<file path="src/rtl/odo_pkg.sv">
// shared constants, config codes and helper functions for the odometry block
package odo_pkg;

  localparam int DEF_CORDIC_STEPS    = 16;
  localparam int DEF_POS_FRAC_BITS   = 8;
  localparam int DEF_ANGLE_FRAC_BITS = 28;

  localparam int DIV_W   = 64;
  localparam int CORD_W  = 34;
  localparam int CFG_IDX_W  = 2;
  localparam int CFG_DATA_W = 32;

  localparam logic [CFG_IDX_W-1:0] CFG_TICK_SCALE    = 2'd0;
  localparam logic [CFG_IDX_W-1:0] CFG_INCH_SCALE    = 2'd1;
  localparam logic [CFG_IDX_W-1:0] CFG_WHEEL_SPACING = 2'd2;

  localparam logic [31:0] TICK_SCALE_RST    = 32'd65536;
  localparam logic [15:0] INCH_SCALE_RST    = 16'd2580;
  localparam logic [11:0] WHEEL_SPACING_RST = 12'd177;

  localparam longint PI_Q30_L = 64'sd3373259426;
  localparam logic signed [CORD_W-1:0] PI_Q30      = 34'sd3373259426;
  localparam logic signed [CORD_W-1:0] HALF_PI_Q30 = 34'sd1686629713;
  localparam logic signed [CORD_W-1:0] GAIN_Q30    = 34'sd652032874;

  function automatic logic signed [CORD_W-1:0] odo_atan(input logic [4:0] i);
    logic signed [CORD_W-1:0] v;
    begin
      unique case (i)
        5'd0:  v = 34'sd843314856;
        5'd1:  v = 34'sd497837829;
        5'd2:  v = 34'sd263043836;
        5'd3:  v = 34'sd133525158;
        5'd4:  v = 34'sd67021686;
        5'd5:  v = 34'sd33543515;
        5'd6:  v = 34'sd16775850;
        5'd7:  v = 34'sd8388437;
        5'd8:  v = 34'sd4194282;
        5'd9:  v = 34'sd2097149;
        5'd10: v = 34'sd1048575;
        5'd11: v = 34'sd524287;
        5'd12: v = 34'sd262143;
        5'd13: v = 34'sd131071;
        5'd14: v = 34'sd65535;
        5'd15: v = 34'sd32767;
        5'd16: v = 34'sd16383;
        5'd17: v = 34'sd8191;
        5'd18: v = 34'sd4095;
        5'd19: v = 34'sd2047;
        5'd20: v = 34'sd1023;
        5'd21: v = 34'sd511;
        5'd22: v = 34'sd255;
        5'd23: v = 34'sd127;
        5'd24: v = 34'sd63;
        5'd25: v = 34'sd31;
        5'd26: v = 34'sd15;
        5'd27: v = 34'sd8;
        5'd28: v = 34'sd4;
        5'd29: v = 34'sd2;
        default: v = '0;
      endcase
      return v;
    end
  endfunction

  function automatic logic signed [31:0] sat32(input logic signed [64:0] v);
    logic signed [31:0] r;
    begin
      if (v > 65'sd2147483647) r = 32'sh7fffffff;
      else if (v < -65'sd2147483648) r = 32'sh80000000;
      else r = v[31:0];
      return r;
    end
  endfunction

endpackage

</file>
<file path="src/rtl/odo_div.sv">
// iterative radix-2 signed divider, truncating quotient
module odo_div
  import odo_pkg::*;
(
  input  logic                    clk,
  input  logic                    rst_n,
  input  logic                    start,
  input  logic signed [DIV_W-1:0] num,
  input  logic signed [DIV_W-1:0] den,
  output logic                    done,
  output logic signed [DIV_W-1:0] quo
);

  localparam int CW = $clog2(DIV_W);

  logic [DIV_W-1:0] rem_r, rem_nxt;
  logic [DIV_W-1:0] q_r, q_nxt;
  logic [DIV_W-1:0] d_r;
  logic [CW-1:0]    cnt_r;
  logic             run_r, done_r, qneg_r;
  logic [DIV_W:0]   trial;
  logic             ge;

  assign trial   = {rem_r, q_r[DIV_W-1]};
  assign ge      = trial >= {1'b0, d_r};
  assign rem_nxt = ge ? DIV_W'(trial - {1'b0, d_r}) : trial[DIV_W-1:0];
  assign q_nxt   = {q_r[DIV_W-2:0], ge};

  always_ff @(posedge clk) begin
    if (!rst_n) begin
      run_r  <= 1'b0;
      done_r <= 1'b0;
      cnt_r  <= '0;
    end else begin
      done_r <= 1'b0;
      if (start) begin
        run_r <= 1'b1;
        cnt_r <= '0;
      end else if (run_r) begin
        cnt_r <= cnt_r + 1'b1;
        if (cnt_r == CW'(DIV_W - 1)) begin
          run_r  <= 1'b0;
          done_r <= 1'b1;
        end
      end
    end
  end

  always_ff @(posedge clk) begin
    if (start) begin
      q_r    <= num[DIV_W-1] ? DIV_W'(-num) : num;
      d_r    <= den[DIV_W-1] ? DIV_W'(-den) : den;
      rem_r  <= '0;
      qneg_r <= num[DIV_W-1] ^ den[DIV_W-1];
    end else if (run_r) begin
      q_r   <= q_nxt;
      rem_r <= rem_nxt;
    end
  end

  assign done = done_r;
  assign quo  = qneg_r ? -$signed(q_r) : $signed(q_r);

endmodule

</file>
<file path="config.mk">
export PLATFORM = sky130hd
export DESIGN_NAME = odo_div
export DESIGN_NICKNAME = d
export VERILOG_FILES = /design/src/rtl/odo_pkg.sv /design/src/rtl/odo_div.sv
export SDC_FILE = /design/constraint.sdc
export NUM_CORES = 1
export LEC_CHECK = 0
export BUFFER_PORTS_ARGS = -buffer_cell sky130_fd_sc_hd__buf_2
export CELL_PAD_IN_SITES_DETAIL_PLACEMENT = 1
export CELL_PAD_IN_SITES_GLOBAL_PLACEMENT = 2
export CORE_UTILIZATION = 39
export CTS_CLUSTER_SIZE = 10
export DETAILED_ROUTE_END_ITERATION = 6
export GPL_ROUTABILITY_DRIVEN = 0
export PLACE_DENSITY_LB_ADDON = 0.12
export SLEW_MARGIN = 15
export SYNTH_ARGS = -nofsm -noshare
export SYNTH_HDL_FRONTEND = slang
export SYNTH_SLANG_ARGS = --single-unit
</file>
<file path="constraint.sdc">
create_clock -name clk -period 7.6 [get_ports clk]
set_input_delay 0 -clock clk [delete_from_list [all_inputs] [get_ports clk]]
set_output_delay 0 -clock clk [all_outputs]
set_load 0.05 [all_outputs]
</file>
# Word level (Yosys, flattened, before mapping)
# Cells that the tools add are included.
# W data, S select, Z words.
classes:
  add_sub_neg: 5
  magnitude_cmp: 1
  n_eq_ne: 1
  n_mux: 10
  n_bitwise: 3
  reduce_logical: 3
op_table:
  columns: ["cell", "n"]
  rows:
  - ["$mux W64", 5]
  - ["$neg A64 Y64", 3]
  - ["$ge A65 B64 Y1", 1]
  - ["$sub A64 B64 Y64", 1]
  - ["$mux W63", 1]
  - ["$add A6 B1 Y6 const B", 1]
  - ["$eq A6 B6 Y1 const B", 1]
  - ["$mux W1", 4]
  - ["$reduce_or A3 Y1", 1]
  - ["$not A1 Y1", 2]
  - ["$reduce_bool A2 Y1", 1]
  - ["$reduce_or A2 Y1", 1]
  - ["$xor A1 B1 Y1", 1]
word_totals:
  regBits: 201
  inputBits: 131
  output_inout_bits: 65
  elab_cells: 31

# Depth between registers and ports, before layout
# Gate-level depths: netlist of run 1.
depth:
  depth_word: 4
  ltp_mapped: 15
  ltp_nobuf: 13

# Worst setup path before layout of run 1
# No wires, ideal clock.
synth_path:
  path_type: "reg2out"
  startpoint: "reg q_r[29]"
  endpoint: "out quo[61]"
  arrival_time_ns: 3.798
  required_time_ns: 7.600
  path_slack_ns: 3.802
  stages_incl_launch_ff: 10
  path_buffers: 0
  path_cell_list: "edfxtp_1 > or4_1 > or2_2 > or4_1 > nor4_1 > and2_1 > nand4b_1 > or4_1 > o41ai_1 > xnor2_1"
synth_via:
  elab_chain_cells: 2
synth_lines:
  columns: ["item", "line", "source"]
  rows:
  - ["start: declaration", "odo_div.sv:17", "logic [DIV_W-1:0] q_r, q_nxt;"]
  - ["start signal: assignment", "odo_div.sv:51", "q_r <= num[DIV_W-1] ? DIV_W'(-num) : num;"]
  - ["start signal: assignment", "odo_div.sv:56", "q_r <= q_nxt;"]
  - ["$neg A64 Y64", "odo_div.sv:62", "assign quo = qneg_r ? -$signed(q_r) : $signed(q_r);"]
  - ["$mux W64", "odo_div.sv:62", null]
  - ["end: declaration", "odo_div.sv:11", "output logic signed [DIV_W-1:0] quo"]
# No other way between the ends.

# Worst setup path in the final report of run 1
layout_path:
  startpoint: "reg q_r[28]"
  endpoint: "out quo[63]"
# Same word-level chain as after synthesis.

==> results of run 1 <==
-- where the power goes --
part           switching [W]  leakage (nW)  internal, W
logic               0.000891          5.21     0.000493
clock network       0.000481         0.422     0.000767
registers          0.0000927          1.86      0.00129
total                0.00146          7.49      0.00255
-- critical path, stage by stage (launching register included) --
cell and delay, ns:
edfxtp_1 0.47, or4_1 0.51, or2_2 0.32, or4_1 0.46, nor4_1 0.58, and2_1 0.28, nand4b_1 0.21, or4_1 0.61
o31ai_1 0.66, xnor2_1 0.27, buf_2 0.34
-- cells by family (layout without fill, tap and decap cells) --
family / count (synthesis) / in the layout / share of synthesized area
simple gates: 553 / 553 / 0.1757
fa+ha+maj: 69 / 69 / 0.05637
flops: 201 / 201 / 0.3440
mux: 35 / 35 / 0.02365
buf+inv: 180 / 509 / 0.04397
xor+xnor: 245 / 245 / 0.1389
compound gates: 534 / 534 / 0.2174
-- through the flow --
| stage | power, W | cells | setup slack (ns) |
|---|---|---|---|
| after floorplan | 0.002340 | 1817 | 3.802 |
| after detailed placement | 0.002708 | 2458 | 2.936 |
| after global routing | 0.004224 | 2664 | 2.179 |
| final | 0.004015 | 2664 | 2.354 |
| after global placement | 0.002687 | 2458 | 2.856 |
| after CTS | 0.004053 | 2664 | 2.302 |
-- flip-flops by register name, summed over array words and instances (netlist names) --
signal and flops:
done 1, d_r 64, rem_r 64, run_r 1
q_r 64, qneg_r 1, cnt_r 6
-- cells in the final DEF, fill, tap and decap left out, types with 5 or more instances in the layout --
cell,instances
a2111oi_0,5
a211oi_1,38
a21boi_0,7
a21o_1,26
a21oi_1,174
a31oi_1,9
and2_1,9
and3_1,13
buf_2,194
buf_4,13
clkbuf_1,11
clkbuf_16,27
clkbuf_8,6
dfxtp_1,71
dlygate4sd3_1,158
edfxtp_1,129
ha_1,68
inv_1,93
mux2_2,12
mux2i_1,23
nand2_1,136
nand2b_1,20
nand3_1,40
nand4_1,29
nor2_1,175
nor2b_1,9
nor3_1,20
nor4_1,17
o211ai_1,15
o21a_1,10
o21ai_0,120
o21bai_1,10
o31ai_1,52
o41ai_1,29
or2_2,8
or3_1,28
or4_1,22
or4_4,5
xnor2_1,161
xor2_1,84
-- worst min path at each step --
stage	endpoint	slack [ns]	cells past startpoint
6_report	qneg_r$_DFFE_PP_	0.25	3
5_1_grt	qneg_r$_DFFE_PP_	0.24	3
4_1_cts	qneg_r$_DFFE_PP_	0.18	3
3_5_place_dp	run_r$_SDFF_PN0_	0.25	2
3_3_place_gp	run_r$_SDFF_PN0_	0.24	2
2_1_floorplan	d_r[0]$_DFFE_PP_	0.1	0
-- final cells by class --
| type | count | area, sq um |
|---|---|---|
| tap | 518 | 648.1 |
| clock buffer | 43 | 785.8 |
| fill | 4679 | 19520 |
| timing repair buffer | 366 | 2664 |
| multi-input combinational | 1436 | 9460 |
| inverter | 95 | 356.6 |
| clock inverter | 5 | 75.07 |
| sequential | 201 | 5316 |
-- per-layer routing --
layer | track usage | vias up | wire, um | share of wire
met5 | 0 | - | 0 | 0
met4 | 0.06379 | 0 | 1053 | 0.021
met3 | 0.02646 | 65 | 1814 | 0.036
met2 | 0.4257 | 276 | 24260 | 0.48
met1 | 0.3194 | 7094 | 23100 | 0.46
li1 | - | 7238 | - | -
-- Yosys cell counts (4+ instances only) --
cell and count:
nand2_1 136, dfxtp_1 72, a22o_1 4, a21boi_0 7, nand3_1 40, ha_1 68
nor2_1 175, a21oi_1 174, a2111oi_0 5, nor3_1 20, or4_1 22, and2_1 9
a21o_1 26, or3_1 28, and3_1 13, o211ai_1 15, edfxtp_1 129, a211oi_1 38
buf_1 9, or4_4 5, clkbuf_1 75, nor4_1 17, o41ai_1 29, a31oi_1 9
mux2_2 12, a32oi_1 4, nand2b_1 20, nand4_1 29, or2_2 8, o21ai_0 120
xor2_1 84, xnor2_1 161, o31ai_1 52, mux2i_1 23, o21a_1 11, nor2b_1 9
o21bai_1 10, inv_1 94
==> metrics.txt, run 1 <==
RSZ-0062 raised after global routing=no; Final setup viols=0; unique cell type count in the Yosys netlist=a little over 70; Worst R2R Setup Slack=about 3.0 ns; placed cell area=between 15000 and 20000 sq um; Ys Warns=0; Relative slew margins=0.2589; Yosys top cell by area=edfxtp_1; Slew @ Worst Pin=1.112 ns; Most used DFF post-synth=edfxtp_1; vias per cell=5.508; num ports=approximately 200; initial core utilization=0.3979; Setup crit end=quo[63]; final wirelength=approximately 50000 um; fmax=around 190 MHz; total number of vias=14673; site row count=72; hpwl dp=36170 um; status=finished, final reports clean; Final period util=0.6903; R2R depth=13; leading post-synthesis cells by cell area=edfxtp_1 25%, dfxtp_1 9.3%, xnor2_1 9.1%, a21oi_1 5.6%, ha_1 5.5%; layout cell share with drive strength beyond 1=0.1351; Post-Syn Nets=2017; Final Net Count=~2300; Die H=201.0 um; clock latency on the worst-skew pair=between 0.5 and 0.6 ns; reg2reg end=rem_r[30]$_SDFFE_PP0P_; Core ar.=slightly below 40000 sq um; drt first pass iters=5; hold-fix buffers at CTS=between 150 and 200; First DRT Iteration DRCs=a little under 800; cts bufs inserted=26; Peak VDD IR=roughly 150 uV; Post-DRT Antenna Nets=0; first-pass GRT wire length=~81000 um; Required @ worst endpoint=7.60 ns; Startpoint Class=flop; P&R area growth vs syn=24.96%; Post-CTS Setup Bufs=0; CTS clk-pin slew, worst paths=0.06 ns; hold path startpoint=num[63]; wire per inst=between 15 and 20 um; PostCTS Resize Cnt=0; ANT cells=0; minimum clock period=between 5 and 6 ns; vias in the first global route=approximately 15000; DRC violations left=0; IO buf count=between 150 and 200; GRT Resource Usage Total=0.2442; FF-to-FF Start=d_r[12]$_DFFE_PP_; HP Class=input pin to flop; worst hold slack=0.2504 ns; Max-Cap Viols=0; Avg Synthesized Cell Area=8.503 sq um; setup TNS=0 ns; Pwr Density=between 200 and 250 nW/um^2; Die Wd=201.0 um; CTS Sinks=roughly 200; initial antenna violation count=0; Slew Limit Fails=0; Worst Setup SP=q_r[28]$_DFFE_PP_; TritonCTS clock tree=yes; clk buf depth=3; GR Overflow Total=0; Mapped Cells=between 1500 and 2000; CP max FO=5; Fin Clk Skew=between 0.01 and 0.015 ns; crit end category=output port; Post-Syn Area=about 15000 sq um; final instance area=19310 sq um; critical setup path kind=flop to output port; H-tree levels=1; Clk Tree Root Cell=clkbuf_16; final hold violation count=0; Post-synth EDFFs=approximately 130; count of state elements after synthesis=around 200; sequential cell area fraction in the yosys report=0.3440; Synth top area share=0.2507; P_leak=approximately 7.5 nW; largest net degree at the start of global routing=80; Die Area=roughly 40000 sq um; Crit path arrival time=5.25 ns; Async SR Flop Fraction=0; Finished Core Util=0.4972
Power figures use the tool's default switching activity.
==> inputs of run 2 (changes only) <==
--- a/config.mk
+++ b/config.mk
@@ -8,7 +8,7 @@
 export BUFFER_PORTS_ARGS = -buffer_cell sky130_fd_sc_hd__buf_2
 export CELL_PAD_IN_SITES_DETAIL_PLACEMENT = 1
 export CELL_PAD_IN_SITES_GLOBAL_PLACEMENT = 2
-export CORE_UTILIZATION = 39
+export CORE_UTILIZATION = 32
 export CTS_CLUSTER_SIZE = 10
 export DETAILED_ROUTE_END_ITERATION = 6
 export GPL_ROUTABILITY_DRIVEN = 0
==> constraint.sdc (replaced) <==
create_clock -name clk -period 4.6 [get_ports clk]
set_input_delay 0 -clock clk [delete_from_list [all_inputs] [get_ports clk]]
set_output_delay 0 -clock clk [all_outputs]
set_load 0.05 [all_outputs]
==> run 2 against run 1 <==
Net effect:
- the flow now finishes with violations (design-rule violations)
- count of clock-buffer cells in the layout fell by 3
- cell area increased by 1.2%
- final cell count rose by 4.2%
- wire length rose by 2.5%
- core utilization fell by 8.7 points
- total power grew 63%
- critical endpoint is now d_r[59]$_DFFE_PP_
- highest routed layer unchanged
- combinational power increased by 67%
- global-route usage shrank 3.8 points
- hold slack worse by 0.14 ns
- via count fell by 0.37%
- first-iteration DRC count is 21% lower
- non-clock buffer count up 16
==> metrics.txt, run 2 (synthesized netlist as in run 1, its figures left out) <==
status=finished with violations; failing checks=design-rule violations; filler cell count=5623; total number of vias=between 10000 and 15000; largest net degree at the start of global routing=a little under 100; Final setup viols=0; Largest regs=d_r: 64 flops, q_r: 64 flops, rem_r: 64 flops; initial core utilization=0.3243; most common cell after layout, fill and taps aside=buf_2; Required @ worst endpoint=between 4 and 5 ns; worst hold slack=~0.11 ns; Die H=around 220 um; CTS Sinks=about 200; Clk Tree Root Cell=clkbuf_16; Pwr Density=approximately 340 nW/um^2; Post-DRT Antenna Nets=0; Peak VDD IR=a little over 200 uV; Relative slew margins=0.3844; Slew @ Worst Pin=just over 0.9 ns; P&R area growth vs syn=26.42%; Slew Limit Fails=0; setup ws final=~0.16 ns; P_leak=around 7.5 nW; Die Wd=221.7 um; Worst R2R Setup Slack=between 0.4 and 0.5 ns; final wirelength=51500 um; vias per cell=5.268; vias in the first global route=approximately 15000; fmax=about 230 MHz; hpwl dp=between 30000 and 40000 um; IO buf count=~200; layout cell share with drive strength beyond 1=0.1412; TritonCTS clock tree=yes; site row count=80; Fin Clk Skew=roughly 0.011 ns; Hold Path Cell Cnt=2; Hold Path Sink=rem_r[56]$_SDFFE_PP0P_; Seq. cell area=5316 sq um; hold path startpoint=start; Core ar.=~48000 sq um; pre-CTS setup slack=-0.2300 ns; first-pass GRT wire length=around 82000 um; drt first pass iters=7; area of the multi-input gates=~9500 sq um; GR Overflow Total=0; cts bufs inserted=26; critical setup path kind=input pin to flop; First DRT Iteration DRCs=610; initial antenna violation count=0; clock latency on the worst-skew pair=0.55 ns; Die Area=49160 sq um; R2R depth=13; Final period util=0.9660; DRC violations left=1; Max-Cap Viols=0; Crit path arrival time=around 4.7 ns; ANT cells=0; clk buf depth=3; Final Net Count=around 2300; wire per inst=roughly 19 um; FF-to-FF Start=q_r[63]$_DFFE_PP_; Startpoint Class=input pin; H-tree levels=1; HP Class=input pin to flop; CTS clk-pin slew, worst paths=around 0.060 ns; final hold violation count=0; crit end category=flop; CP max FO=4; total design power=about 0.0065 W; RSZ-0062 raised after global routing=no; GRT Resource Usage Total=0.2064; num ports=slightly below 200; most frequent cells in the layout=191 x buf_2, 175 x nor2_1, 174 x a21oi_1, 161 x xnor2_1, 161 x dlygate4sd3_1; minimum clock period=roughly 4.4 ns; reg2reg end=rem_r[58]$_SDFFE_PP0P_
## run 2: cell type report
class | instances | area share
Timing Repair Buffer | 382 | 0.1439
Tap cell | 615 | 0.03940
Clock buffer | 40 | 0.03760
Inverter | 95 | 0.01826
Sequential cell | 201 | 0.2722
Clock inverter | 6 | 0.002819
Multi-Input combinational cell | 1436 | 0.4858
## run 2: repair_timing
| action | CTS | global route |
|---|---|---|
| buffers inserted | 0 | 1 |
| resized for setup | 3 | 6 |
| hold buffers | 161 | 0 |
| cloned | 0 | 0 |
| pin swaps | 0 | 1 |
| hold endpoints to repair | 136 | 0 |
| setup endpoints to repair | 3 | 5 |
## run 2: worst max-delay path, cell delays in order
cell	delay, ns
dlygate4sd3_1	0.54
buf_2	0.15
or4_4	0.54
or3_4	0.36
or4_4	0.46
or4_4	0.49
or2_1	0.29
or4_4	0.56
or2_1	0.31
nand2b_4	0.18
o31ai_2	0.20
xnor2_1	0.08
dlygate4sd3_1	0.56
## run 2: power by group
part	internal, W	switching (W)	total [W]
Sequential	0.00213	0.000156	0.00229
Combinational	0.000836	0.00148	0.00231
Clock	0.00114	0.000796	0.00194
## run 2: through the flow
step / utilization / area, sq um / std cells / setup TNS (ns)
2_1_floorplan: - / 15450 / 1817 / 0
6_report: 0.4099 / 19530 / 2775 / 0
3_5_place_dp: 0.3586 / 17090 / 2567 / -0.4090
3_3_place_gp: 0.3586 / 17090 / 2567 / -0.2884
5_1_grt: 0.4099 / 19530 / 2775 / 0
4_1_cts: 0.4092 / 19500 / 2774 / 0
## run 2: metal layers
layer	GRT usage	up-vias	wire [um]
li1	-	7274	-
met1	0.2684	7061	24050
met2	0.3599	220	24760
met3	0.02266	63	1504
met5	0	-	0
met4	0.05780	0	1186
## run 2: worst max-delay path by stage
stage	start	endpoint	slack, ns	cells past startpoint
after floorplan	q_r[29]$_DFFE_PP_	quo[61]	0.80	9
after global placement	q_r[63]$_DFFE_PP_	rem_r[58]$_SDFFE_PP0P_	-0.18	13
after detailed placement	q_r[63]$_DFFE_PP_	rem_r[58]$_SDFFE_PP0P_	-0.23	13
after CTS	q_r[28]$_DFFE_PP_	quo[61]	0.04	11
after global routing	q_r[28]$_DFFE_PP_	quo[61]	0.004	11
final	den[31]	d_r[59]$_DFFE_PP_	0.16	13
==> inputs of run 3 (changes only) <==
--- a/config.mk
+++ b/config.mk
@@ -8,7 +8,8 @@
 export BUFFER_PORTS_ARGS = -buffer_cell sky130_fd_sc_hd__buf_2
 export CELL_PAD_IN_SITES_DETAIL_PLACEMENT = 1
 export CELL_PAD_IN_SITES_GLOBAL_PLACEMENT = 2
-export CORE_UTILIZATION = 32
+export CORE_UTILIZATION = 33
+export CTS_BUF_LIST = sky130_fd_sc_hd__clkbuf_2
 export CTS_CLUSTER_SIZE = 10
 export DETAILED_ROUTE_END_ITERATION = 6
 export GPL_ROUTABILITY_DRIVEN = 0
==> run 3 against run 2 <==
Net effect:
- the flow now finishes without violations
- hold slack gained 0.051 ns
- wire length grew 13%
- core utilization grew 7.0 points
- combinational power grew 13%
- fmax shrank 2.1%
- final cell count grew 11%
- clock power shrank 21%
- die area shrank 3.0%
- via count grew 11%
- critical path depth grew 1
- global-route usage grew 3.6 points
- largest power group unchanged
==> metrics.txt, run 3 (synthesized netlist as in run 1, its figures left out) <==
status=finished, final reports clean; Core ar.=between 40000 and 50000 sq um; RSZ-0062 raised after global routing=yes; Hold Path Cell Cnt=3; Worst R2R Setup Slack=roughly 0.60 ns; most frequent cells in the layout=414 x dlygate4sd3_1, 188 x buf_2, 175 x nor2_1, 174 x a21oi_1, 161 x xnor2_1; DRC violations left=0; M1 wire length=25680 um; Required @ worst endpoint=approximately 5.5 ns; IO buf count=between 150 and 200; filler cell count=5434; Max-Cap Viols=0; CTS clk-pin slew, worst paths=around 0.13 ns; Slew Limit Fails=0; first-pass GRT wire length=between 90000 and 100000 um; CP max FO=4; HP Class=input pin to flop; reg2reg end=rem_r[58]$_SDFFE_PP0P_; met3 WL=1977 um; total number of vias=16191; vias per cell=roughly 5.2; Die H=approximately 220 um; P&R area growth vs syn=42.32%; R2R depth=13; final hold violation count=0; FF-to-FF Start=q_r[63]$_DFFE_PP_; Slew @ Worst Pin=0.9907 ns; clock latency on the worst-skew pair=roughly 1.1 ns; vias in the first global route=17304; drt first pass iters=5; initial core utilization=0.3375; hpwl dp=37500 um; layout cell share with drive strength beyond 1=0.1555; First DRT Iteration DRCs=around 680; Placed Cells=roughly 2500; Post-DRT Antenna Nets=0; Die Area=between 40000 and 50000 sq um; fmax=~220 MHz; wire per inst=~19 um; Largest regs=d_r: 64 flops, q_r: 64 flops, rem_r: 64 flops; Seq. cell area=between 5000 and 6000 sq um; Hold Path Sink=rem_r[63]$_SDFFE_PP0P_; Startpoint Class=input pin; clk buf depth=3; cts bufs inserted=between 50 and 60; Final setup viols=0; P_leak=approximately 8.7 nW; num ports=196; area of the multi-input gates=9569 sq um; site row count=between 70 and 80; Clk Tree Root Cell=clkbuf_2; crit end category=flop; GRT Resource Usage Total=0.2420; Pwr Density=292.4 nW/um^2; non-filler instance count after layout=roughly 3100; Crit path arrival time=between 5 and 6 ns; pre-CTS setup slack=around 0.37 ns; final wirelength=58260 um; CTS Sinks=201; largest net degree at the start of global routing=132; most common cell after layout, fill and taps aside=dlygate4sd3_1; Final period util=0.9866; initial antenna violation count=3; Peak VDD IR=between 200 and 250 uV; uppermost layer routed=met4; total design power=0.006430 W; minimum clock period=4.538 ns; critical setup path kind=input pin to flop; TritonCTS clock tree=yes; Finished Core Util=0.4804; wire length on met2=just under 30000 um; hold path startpoint=start; Relative slew margins=0.3395; H-tree levels=2; Final Net Count=about 2600; setup ws final=~0.06 ns; GR Overflow Total=0; Die Wd=approximately 220 um; Fin Clk Skew=between 0.15 and 0.2 ns
==> run 3: cell types whose count changed in the layout (fill, tap and decap cells not counted), moves of 5 or more <==
cell           delta
clkbuf_2         +95
diode_2           +5
buf_4            +11
clkbuf_16        -27
clkbuf_1         -12
dlygate4sd3_1   +253
clkinv_1          +9
==> run 3: timing repair <==
item                       4_1_cts  5_1_grt
setup endpoints to repair        5       12
resized for setup               16       11
pin swaps                        2        0
hold endpoints to repair       189        0
buffers inserted                 6        5
hold buffers                   414        0
==> run 3: metrics by stage <==
stage                     hold slack, ns  area [sq um]  TNS, ns
after global placement            0.2748         17050        0
after floorplan                  0.09887         15450        0
after detailed placement          0.3073         17050        0
after CTS                        0.03584         21880        0
final                             0.1573         21990        0
after global routing              0.1262         21980  -0.3894
==> run 3: final cells by class <==
| class | instances | share of cell area |
|---|---|---|
| Inverter | 95 | 0.01622 |
| Clock buffer | 95 | 0.02162 |
| Timing Repair Buffer | 642 | 0.2458 |
| Antenna cell | 5 | 0.0005690 |
| Sequential cell | 201 | 0.2418 |
| Multi-Input combinational cell | 1436 | 0.4352 |
| Tap cell | 600 | 0.03414 |
| Clock inverter | 13 | 0.004723 |
==> run 3: worst max-delay path, cell delays in order <==
cell and delay [ns]:
dlygate4sd3_1 0.54, buf_2 0.13, dlygate4sd3_1 0.58, or3_4 0.41, or4_4 0.45, or4_4 0.50, or2_4 0.29, or4_4 0.48
or2_4 0.27, or3_4 0.37, o21ai_2 0.14, dlygate4sd3_1 0.60, xnor2_1 0.07, dlygate4sd3_1 0.57
==> run 3: how the worst max path moves through the flow <==
stage / from / endpoint / slack [ns]
after floorplan: q_r[29]$_DFFE_PP_ / quo[61] / 0.80
after global placement: num[12] / q_r[61]$_DFFE_PP_ / 0.57
after detailed placement: q_r[63]$_DFFE_PP_ / rem_r[58]$_SDFFE_PP0P_ / 0.37
after CTS: q_r[28]$_DFFE_PP_ / quo[63] / 0.002
after global routing: q_r[28]$_DFFE_PP_ / quo[63] / -0.15
final: den[33] / d_r[62]$_DFFE_PP_ / 0.06
==> run 3: power by group <==
group	switching, W	internal [W]	total, W
logic	0.00155	0.00105	0.00260
clock network	0.000887	0.000653	0.00154
registers	0.000163	0.00213	0.00229
==> run 3: metal layers <==
metal | vias up | track usage
met5 | - | 0
met1 | 7876 | 0.2934
met2 | 313 | 0.4373
li1 | 7913 | -
met4 | 0 | 0.07552
met3 | 89 | 0.03340
